===== config.mk =====
export PLATFORM = sky130hd
export DESIGN_NAME = quoted_csv_column_splitter_top
export DESIGN_NICKNAME = d
export VERILOG_FILES = /design/src/rtl/csvsplit_pkg.sv /design/src/rtl/csvsplit_front.sv /design/src/rtl/csvsplit_queue.sv /design/src/rtl/csvsplit_emit.sv /design/src/rtl/quoted_csv_column_splitter_top.sv
export VERILOG_INCLUDE_DIRS = /design/src /design/src/rtl
export SDC_FILE = /design/constraint.sdc
export NUM_CORES = 2
export LEC_CHECK = 0
export BUFFER_PORTS_ARGS = -buffer_cell sky130_fd_sc_hd__buf_2
export CAP_MARGIN = 20
export CORE_ASPECT_RATIO = 1.2
export CORE_MARGIN = 4
export CORE_UTILIZATION = 65
export CTS_CLUSTER_SIZE = 10
export DETAILED_ROUTE_END_ITERATION = 12
export GPL_TIMING_DRIVEN = 1
export MAX_ROUTING_LAYER = met4
export PLACE_DENSITY = 0.91
export SYNTH_ARGS = -nofsm -noshare
export SYNTH_HDL_FRONTEND = slang
export SYNTH_SLANG_ARGS = --single-unit

===== constraint.sdc =====
create_clock -name clk_i -period 34.9 [get_ports clk_i]
set_clock_uncertainty 0.1 [all_clocks]
set_input_delay 0 -clock clk_i [delete_from_list [all_inputs] [get_ports clk_i]]
set_output_delay 0 -clock clk_i [all_outputs]
set_load 0.02 [all_outputs]

===== src/rtl/quoted_csv_column_splitter_top_assert.svh =====
// Assertion macros shared by the column splitter modules.
// Each macro expects clk_i and rst_ni to be visible in the using module.
`ifndef QUOTED_CSV_COLUMN_SPLITTER_TOP_ASSERT_SVH
`define QUOTED_CSV_COLUMN_SPLITTER_TOP_ASSERT_SVH

// A property that must hold at every clock edge outside reset.
`define CSVSPLIT_ASSERT(lbl, prop, msg) \
  lbl: assert property (@(posedge clk_i) disable iff (!rst_ni) prop) \
    else $error(msg);

// A condition that must never be seen outside reset.
`define CSVSPLIT_ASSERT_NEVER(lbl, expr, msg) \
  `CSVSPLIT_ASSERT(lbl, !(expr), msg)

`endif


===== src/rtl/csvsplit_pkg.sv =====
// Types and constants of the quoted CSV column splitter.
// Used by the front, queue, emit and top-level modules; depends on nothing.
package csvsplit_pkg;

  // Characters that steer the parser.
  localparam logic [7:0] ChComma  = 8'h2C;
  localparam logic [7:0] ChQuote  = 8'h22;
  localparam logic [7:0] ChBslash = 8'h5C;

  // Longest row in bytes; offsets at or past this raise the row-too-long error.
  localparam int unsigned MaxRowBytes = 32'd65535;

  // Depth of the record-group queue between front and back.
  localparam int unsigned QueueDepth = 4;
  localparam int unsigned QPtrW      = (QueueDepth > 1) ? $clog2(QueueDepth) : 1;
  localparam int unsigned QCntW      = $clog2(QueueDepth + 1);

  // Kinds of output record.
  typedef enum logic [1:0] {
    KindSpan   = 2'd0,
    KindRowEnd = 2'd1,
    KindError  = 2'd2
  } record_kind_e;

  // Error codes.
  typedef enum logic [1:0] {
    ErrNone         = 2'd0,
    ErrQuoteNoComma = 2'd1,
    ErrMidCellQuote = 2'd2,
    ErrRowTooLong   = 2'd3
  } error_code_e;

  // One input item.
  typedef struct packed {
    logic [7:0] data_byte;
    logic       row_last;
  } csv_in_t;

  // One result item.
  typedef struct packed {
    logic [1:0]  record_kind;
    logic [15:0] span_start;
    logic [15:0] span_end;
    logic [15:0] column_number;
    logic [1:0]  error_code;
    logic [15:0] error_position;
    logic [31:0] row_index;
    logic        row_done;
  } csv_out_t;

  // All records caused by one input byte, at most three.
  typedef struct packed {
    logic [1:0]           count;
    csv_out_t [2:0]       recs;
  } rec_bundle_t;

endpackage


===== src/rtl/csvsplit_front.sv =====
// Front part of the column splitter: accepts bytes and classifies them.
// Depends on csvsplit_pkg; pushes at most one record group per byte into the queue.
module csvsplit_front
  import csvsplit_pkg::*;
(
  input  logic        clk_i,
  input  logic        rst_ni,
  input  logic        in_valid_i,
  input  csv_in_t     in_data_i,
  input  logic        full_i,
  output logic        push_o,
  output rec_bundle_t push_data_o
);

  // Parser state that is carried from one judged byte to the next.
  typedef struct packed {
    logic [7:0]  before_byte;
    logic        in_quotes;
    logic        escape_pending;
    logic [15:0] column_begin;
    logic [15:0] column_count;
    logic        row_failed;
  } parse_state_t;

  typedef struct packed {
    parse_state_t st;
    logic         rec_v;
    csv_out_t     rec;
  } judge_t;

  // Build one record with the unused fields cleared.
  function automatic csv_out_t make_rec(logic [1:0] kind, logic [15:0] s, logic [15:0] e,
                                        logic [15:0] col, logic [1:0] code,
                                        logic [15:0] epos, logic [31:0] row);
    csv_out_t r;
    r.record_kind    = kind;
    r.span_start     = s;
    r.span_end       = e;
    r.column_number  = col;
    r.error_code     = code;
    r.error_position = epos;
    r.row_index      = row;
    r.row_done       = 1'b0;
    return r;
  endfunction

  // Judge one byte with its successor; gives at most one record.
  function automatic judge_t judge(parse_state_t st, logic [7:0] c, logic [7:0] nxt,
                                   logic [15:0] pos, logic at_end, logic [31:0] row);
    judge_t j;
    j.st    = st;
    j.rec_v = 1'b0;
    j.rec   = '0;
    // A comma outside quotes closes the column, even when escaped.
    if (!st.in_quotes && c == ChComma) begin
      j.rec_v           = 1'b1;
      j.rec             = make_rec(KindSpan, st.column_begin, pos, st.column_count,
                                   ErrNone, 16'd0, row);
      j.st.column_count = st.column_count + 16'd1;
      j.st.column_begin = pos + 16'd1;
    end
    if (c == ChBslash) begin
      j.st.escape_pending = !st.escape_pending;
    end else if (st.escape_pending) begin
      j.st.escape_pending = 1'b0;
    end else if (st.in_quotes && c == ChQuote) begin
      // A closing quote must be followed by a comma or the row end.
      if (at_end || nxt == ChComma) begin
        j.st.in_quotes = 1'b0;
      end else begin
        j.rec_v         = 1'b1;
        j.rec           = make_rec(KindError, 16'd0, 16'd0, st.column_count,
                                   ErrQuoteNoComma, pos, row);
        j.st.row_failed = 1'b1;
      end
    end else if (!st.in_quotes && c == ChQuote) begin
      // A quote may only open a cell at the row start or after a comma.
      if (pos != 16'd0 && st.before_byte != ChComma) begin
        j.rec_v         = 1'b1;
        j.rec           = make_rec(KindError, 16'd0, 16'd0, st.column_count,
                                   ErrMidCellQuote, pos, row);
        j.st.row_failed = 1'b1;
      end else begin
        j.st.in_quotes = 1'b1;
      end
    end
    j.st.before_byte = c;
    return j;
  endfunction

  parse_state_t st_q, st_d;
  logic [7:0]   held_byte_q, held_byte_d;
  logic         held_valid_q, held_valid_d;
  logic [15:0]  pos_q, pos_d;
  logic [31:0]  row_q, row_d;
  rec_bundle_t  bundle;
  logic         in_fire;

  assign in_fire = in_valid_i && !full_i;

  // Per-byte step: judge the held byte, then take the new one.
  always_comb begin
    parse_state_t st;
    judge_t       jr;
    logic [1:0]   n;
    st           = st_q;
    held_byte_d  = held_byte_q;
    held_valid_d = held_valid_q;
    pos_d        = pos_q;
    row_d        = row_q;
    bundle       = '0;
    n            = 2'd0;
    jr           = '0;
    if (!st_q.row_failed) begin
      if (held_valid_q) begin
        jr = judge(st, held_byte_q, in_data_i.data_byte, pos_q - 16'd1, 1'b0, row_q);
        st = jr.st;
        if (jr.rec_v) begin
          bundle.recs[n] = jr.rec;
          n = n + 2'd1;
        end
      end
      if (!st.row_failed) begin
        if (32'(pos_q) >= MaxRowBytes || pos_q == 16'hFFFF) begin
          bundle.recs[n] = make_rec(KindError, 16'd0, 16'd0, st.column_count,
                                    ErrRowTooLong, pos_q, row_q);
          n = n + 2'd1;
          st.row_failed = 1'b1;
        end else if (in_data_i.row_last) begin
          jr = judge(st, in_data_i.data_byte, in_data_i.data_byte, pos_q, 1'b1, row_q);
          st = jr.st;
          if (jr.rec_v) begin
            bundle.recs[n] = jr.rec;
            n = n + 2'd1;
          end
          pos_d        = pos_q + 16'd1;
          held_valid_d = 1'b0;
        end else begin
          held_byte_d  = in_data_i.data_byte;
          held_valid_d = 1'b1;
          pos_d        = pos_q + 16'd1;
        end
      end
    end
    // Row end: close the last column, report the row end or end on a new error, then clear.
    if (in_data_i.row_last) begin
      if (st.row_failed) begin
        if (st_q.row_failed || !(st.row_failed && !st_q.row_failed)) begin
          bundle.recs[n] = make_rec(KindRowEnd, 16'd0, 16'd0, st.column_count,
                                    ErrNone, 16'd0, row_q);
          n = n + 2'd1;
        end
      end else if (st.column_begin < pos_d) begin
        bundle.recs[n] = make_rec(KindSpan, st.column_begin, pos_d, st.column_count,
                                  ErrNone, 16'd0, row_q);
        n = n + 2'd1;
      end else begin
        bundle.recs[n] = make_rec(KindRowEnd, 16'd0, 16'd0, st.column_count,
                                  ErrNone, 16'd0, row_q);
        n = n + 2'd1;
      end
      // The last record of the group is always the one that ends the row.
      bundle.recs[n - 2'd1].row_done = 1'b1;
      st           = '0;
      held_byte_d  = 8'd0;
      held_valid_d = 1'b0;
      pos_d        = 16'd0;
      row_d        = row_q + 32'd1;
    end
    bundle.count = n;
    st_d         = st;
  end

  assign push_o      = in_fire && (bundle.count != 2'd0);
  assign push_data_o = bundle;

  // Parser registers advance on each transfer.
  always_ff @(posedge clk_i or negedge rst_ni) begin
    if (!rst_ni) begin
      st_q         <= '0;
      held_byte_q  <= 8'd0;
      held_valid_q <= 1'b0;
      pos_q        <= 16'd0;
      row_q        <= 32'd0;
    end else if (in_fire) begin
      st_q         <= st_d;
      held_byte_q  <= held_byte_d;
      held_valid_q <= held_valid_d;
      pos_q        <= pos_d;
      row_q        <= row_d;
    end
  end

endmodule


===== src/rtl/csvsplit_queue.sv =====
// Queue of record groups between the front and the back of the splitter.
// Depends on csvsplit_pkg and the shared assertion macro header.
`include "quoted_csv_column_splitter_top_assert.svh"

module csvsplit_queue
  import csvsplit_pkg::*;
(
  input  logic        clk_i,
  input  logic        rst_ni,
  input  logic        push_i,
  input  rec_bundle_t push_data_i,
  output logic        full_o,
  input  logic        pop_i,
  output rec_bundle_t head_o,
  output logic        empty_o
);

  rec_bundle_t           slots_q [QueueDepth];
  logic [QPtrW-1:0]      wr_ptr_q, rd_ptr_q;
  logic [QCntW-1:0]      count_q;

  assign full_o  = (count_q == QCntW'(QueueDepth));
  assign empty_o = (count_q == '0);
  assign head_o  = slots_q[rd_ptr_q];

  // Storage is written only at the write pointer.
  always_ff @(posedge clk_i) begin
    if (push_i) begin
      slots_q[wr_ptr_q] <= push_data_i;
    end
  end

  // Pointers and fill count.
  always_ff @(posedge clk_i or negedge rst_ni) begin
    if (!rst_ni) begin
      wr_ptr_q <= '0;
      rd_ptr_q <= '0;
      count_q  <= '0;
    end else begin
      if (push_i) begin
        wr_ptr_q <= (wr_ptr_q == QPtrW'(QueueDepth - 1)) ? '0 : wr_ptr_q + 1'b1;
      end
      if (pop_i) begin
        rd_ptr_q <= (rd_ptr_q == QPtrW'(QueueDepth - 1)) ? '0 : rd_ptr_q + 1'b1;
      end
      if (push_i && !pop_i) begin
        count_q <= count_q + 1'b1;
      end else if (pop_i && !push_i) begin
        count_q <= count_q - 1'b1;
      end
    end
  end

  `CSVSPLIT_ASSERT_NEVER(a_push_when_full, push_i && full_o, "push into a full queue")
  `CSVSPLIT_ASSERT_NEVER(a_pop_when_empty, pop_i && empty_o, "pop from an empty queue")
  `CSVSPLIT_ASSERT(a_push_not_empty, push_i |-> push_data_i.count != 2'd0, "empty group pushed")
  `CSVSPLIT_ASSERT(a_count_bound, count_q <= QCntW'(QueueDepth), "queue count overflow")

endmodule


===== src/rtl/csvsplit_emit.sv =====
// Back part of the splitter: sends the records of each group one per transfer.
// Depends on csvsplit_pkg and the shared assertion macro header.
`include "quoted_csv_column_splitter_top_assert.svh"

module csvsplit_emit
  import csvsplit_pkg::*;
(
  input  logic        clk_i,
  input  logic        rst_ni,
  input  rec_bundle_t head_i,
  input  logic        empty_i,
  output logic        pop_o,
  output logic        out_valid_o,
  input  logic        out_stall_i,
  output csv_out_t    out_data_o
);

  logic       out_valid_q;
  csv_out_t   out_q;
  logic [1:0] idx_q;
  logic       load;
  logic       last_rec;

  // The output register may take a new record when empty or being taken.
  assign load     = !out_valid_q || !out_stall_i;
  assign last_rec = (idx_q == head_i.count - 2'd1);
  assign pop_o    = load && !empty_i && last_rec;

  // Record index within the head group and the output register.
  always_ff @(posedge clk_i or negedge rst_ni) begin
    if (!rst_ni) begin
      out_valid_q <= 1'b0;
      idx_q       <= 2'd0;
    end else if (load) begin
      out_valid_q <= !empty_i;
      if (!empty_i) begin
        idx_q <= last_rec ? 2'd0 : idx_q + 2'd1;
      end
    end
  end

  always_ff @(posedge clk_i) begin
    if (load && !empty_i) begin
      out_q <= head_i.recs[idx_q];
    end
  end

  assign out_valid_o = out_valid_q;
  assign out_data_o  = out_q;

  `CSVSPLIT_ASSERT(a_idx_in_group, !empty_i |-> idx_q < head_i.count, "record index past group")
  `CSVSPLIT_ASSERT(a_idx_reset_empty, empty_i |-> idx_q == 2'd0, "stale index with empty queue")

endmodule


===== src/rtl/quoted_csv_column_splitter_top.sv =====
// Top level of the quoted CSV column splitter.
// Depends on csvsplit_pkg, csvsplit_front, csvsplit_queue and csvsplit_emit.
//
// The splitter takes one byte of a row per cycle while in_stall_o is
// low and gives column span, row-end and error records, one record per
// cycle while out_stall_i is low. Each byte is judged together with the
// byte after it, so the records caused by a byte appear when the next
// byte of the row (or the row end) is taken; one byte yields zero to
// three records. The front judges a byte in the cycle that takes its
// successor or the row end and writes its records as one group into a
// four-group queue; the back reads them out through an output register.
// Input is taken every cycle while the queue has room; the output port
// is the limit when bytes cause more than one record on average.
module quoted_csv_column_splitter_top
  import csvsplit_pkg::*;
(
  input  logic     clk_i,
  input  logic     rst_ni,
  input  logic     in_valid_i,
  output logic     in_stall_o,
  input  csv_in_t  in_data_i,
  output logic     out_valid_o,
  input  logic     out_stall_i,
  output csv_out_t out_data_o
);

  logic        push;
  rec_bundle_t push_data;
  logic        full;
  logic        pop;
  rec_bundle_t head;
  logic        empty;

  assign in_stall_o = full;

  // Byte parsing.
  csvsplit_front u_front (
    .clk_i       (clk_i),
    .rst_ni      (rst_ni),
    .in_valid_i  (in_valid_i),
    .in_data_i   (in_data_i),
    .full_i      (full),
    .push_o      (push),
    .push_data_o (push_data)
  );

  // Record groups waiting for the output.
  csvsplit_queue u_queue (
    .clk_i       (clk_i),
    .rst_ni      (rst_ni),
    .push_i      (push),
    .push_data_i (push_data),
    .full_o      (full),
    .pop_i       (pop),
    .head_o      (head),
    .empty_o     (empty)
  );

  // Record output.
  csvsplit_emit u_emit (
    .clk_i       (clk_i),
    .rst_ni      (rst_ni),
    .head_i      (head),
    .empty_i     (empty),
    .pop_o       (pop),
    .out_valid_o (out_valid_o),
    .out_stall_i (out_stall_i),
    .out_data_o  (out_data_o)
  );

endmodule

==> results.cfg <==
[run_status]
status = finished clean

[die]
pin_count = 116
fp-row-count = 119
core_sq_mm = 0.0877
die_w_microns = 279
die_h_microns = 333
die_area_sq_mm = 0.0931
start_util = 0.654

[sta]
period_minus_slack_ps = 8350
rsz0062_at_grt = no
drv_slew = 0
maxClockFrequency_mhz = 120
relSlewSlack = 0.158
tightest_slew_ps = 1260
hold_viol_final = 0
fin_setup_tns_ps = 0
whs_ps = 23.9
worst_slack_ps = 26550
setup_viol = 0
finalCritPeriodShare = 0.239

[layout]
final_core_util = 0.727
area_delta_synth_final_pct = 11.2
final_net_count = 3650
fillers = 4759
instances_no_fill = 4854
drive_above_1_share = 0.186
design_area_sq_mm = 0.0638

[synthesis]
synth-seq-cells = 1351
synthCells = 3482
syn_avg_cell_area_sq_um = 16.5
async_flop_share = 0.0814
ys.flop_type = edfxtp_1
synth_edf_count = 1241
ys_types = 96
syn_area_sq_mm = 0.0574
yosysWarnings = 0
yosysSeqAreaShare = 0.697
syn_nets = 3530

[drt]
vias_per_cell = 7.18
drt_iter0_drc = 5174
ant_nets = 0
drc = 0
wl_per_cell_microns = 31.9
vias = 34875
first_pass_iters = 8
wl_microns = 155000

[global_route]
antenna_found_initial = 1
grt_overflow = 0
grt_pass1_wl_microns = 231000
grt_pass1_vias = 35959
grt_max_degree = 166
grt_usage = 0.344

[setup_path]
arrival_ps = 8610
end_kind = register
cp.required_ps = 35160
r2r_setup_slack_ps = 26550
cp_slowest_stage_delay_ps = 910
worstPathCellList = clkinv_1, ha_1, xnor2_1, nand4_1, a2111oi_4, a2111oi_4, nor2_2, inv_2, ha_1, o21ai_0, a211o_1, ha_1, nand3_1, a31oi_4, and2_4, buf_12
critPathMaxFanout = 160
worstSetupPathType = reg2reg
r2r-end = u_queue.slots_q[1][69]
start_kind = register
worst_r2r_startpoint = u_front.pos_q[0]
cp_slowest_cell = and2_4
ff2ff_path_depth = 16
cpMostUsedCell = ha_1

[hold_path]
hp-class = in2reg
min_path_cells = 4
worstHoldStart = out_stall_i
whs_endpoint = u_emit.out_valid_o

[clocking]
cts_tree = built
clkSlewWorstSetupHoldPaths_ps = 60
cts_resized = 0
root_buffer = clkbuf_16
cts.sinks = 1351
cts_buffer_depth = 3
clk_latency_ps = 780
cts_setup_buffers = 0
cts-buffers-inserted = 153
htreeDepth = 4

[pwr]
power_density_mw_per_mm2 = 79.6
leakagePower_nw = 21.8
finalPower_mw = 5.08
ir_drop_mv = 0.0678

[placed_design]
dp_hpwl_microns = 84300
gp_congestion = 1.01
placed_cells = 4571
port_buffers = 115
placed_area_sq_mm = 0.0590
preCtsSetupSlack_ps = 26610

[job]
maxCapViolations = 0
## worst max path at each step
| stage | start | endpoint |
|---|---|---|
| after global routing | u_front.pos_q[0] | u_queue.slots_q[1][169] |
| after floorplan | u_front.pos_q[0] | u_queue.slots_q[0][0] |
| final | u_front.pos_q[0] | u_queue.slots_q[1][69] |
| after detailed placement | u_front.pos_q[0] | u_queue.slots_q[3][170] |
| after global placement | u_front.pos_q[0] | u_queue.slots_q[0][178] |
| after CTS | u_front.pos_q[0] | u_queue.slots_q[2][178] |
## worst max-delay path, delay by kind of cell (launching register included)
family / cells / cell delay [ps]
xor+xnor: 1 / 530
buf+inv: 3 / 1270
compound gates: 5 / 1930
simple gates: 4 / 1620
flops: 1 / 880
fa+ha+maj: 3 / 1220
## timing repair
action	4_1_cts	5_1_grt
endpoints found under the setup margin	0	0
hold endpoints to repair	151	0
hold buffers	22	0
## layout by cell type (no fill, tap or decap), types with 12 or more instances in the layout
cell	count
a211oi_1	14
and2_1	82
edfxtp_1	1241
dfrtp_1	105
nor3_1	39
nand3_1	40
inv_1	45
xor2_1	27
buf_2	114
clkbuf_1	87
o21ai_0	180
nand4_1	30
o22ai_1	55
dlygate4sd3_1	21
mux4_2	285
or4_1	12
mux2i_1	115
nor4_1	17
a22oi_1	41
and3_1	21
xnor2_1	75
a21oi_1	79
ha_1	34
nor2_1	198
buf_4	44
clkbuf_16	155
nand2_1	256
nor2b_1	37
o21ai_1	26
## report_power, final
group          total, mW  switching [mW]  internal [mW]  leakage, nW
logic               1.39           0.855          0.537         6.22
clock network       1.47           0.637          0.830         2.14
registers           2.22           0.162           2.06         13.4
total               5.08            1.65           3.42         21.8
## per-layer routing
layer,track usage,vias to the layer above,routed length [microns]
li1,-,13928,-
met4,0.203,0,11500
met3,0.0676,765,14400
met2,0.557,2793,78600
met5,-,-,0
met1,0.405,17389,50200
## cells by family after synthesis
kind of cell,share of synthesized area
flip-flops,0.697
AND/OR/NAND/NOR,0.0688
AO/OA/AOI/OAI,0.0573
multiplexers,0.134
buffers and inverters,0.0194
XOR/XNOR,0.0156
adder cells (fa/ha/maj),0.00776
## final cells by class
class / instances / area, sq um / area share
Inverter: 48 / 180 / 0.00282
Timing Repair Buffer: 189 / 1330 / 0.0209
Sequential cell: 1351 / 40000 / 0.628
Antenna cell: 1 / 2.50 / 0.0000392
Tap cell: 1149 / 1440 / 0.0225
Clock buffer: 242 / 4210 / 0.0659
Multi-Input combinational cell: 1859 / 16300 / 0.256
Clock inverter: 15 / 300 / 0.00471
## synth_stat cells, types with 38 or more instances
cell | count | share of area
a21oi_1 | 80 | 0.0070
a22oi_1 | 41 | 0.0054
and2_1 | 86 | 0.0094
buf_1 | 63 | 0.0041
clkbuf_1 | 129 | 0.0084
dfrtp_1 | 110 | 0.048
edfxtp_1 | 1241 | 0.65
inv_1 | 45 | 0.0029
mux2i_1 | 115 | 0.020
mux4_2 | 285 | 0.11
nand2_1 | 258 | 0.017
nand3_1 | 40 | 0.0035
nor2_1 | 199 | 0.013
nor2b_1 | 38 | 0.0041
nor3_1 | 39 | 0.0034
o21ai_0 | 181 | 0.016
o22ai_1 | 55 | 0.0060
xnor2_1 | 75 | 0.011
## sequential cells by signal, indices dropped and copies added, names as in the netlist
register	flops
u_front.held_byte_q	8
u_queue.count_q	3
u_emit.out_valid_o	1
u_queue.rd_ptr_q	2
u_front.pos_q	16
u_queue.wr_ptr_q	2
u_emit.idx_q	2
u_emit.out_data_o	101
u_queue.slots_q	1140
u_front.st_q	43
u_front.row_q	32
u_front.held_valid_q	1
No activity file was read; power rests on OpenSTA's default activity.
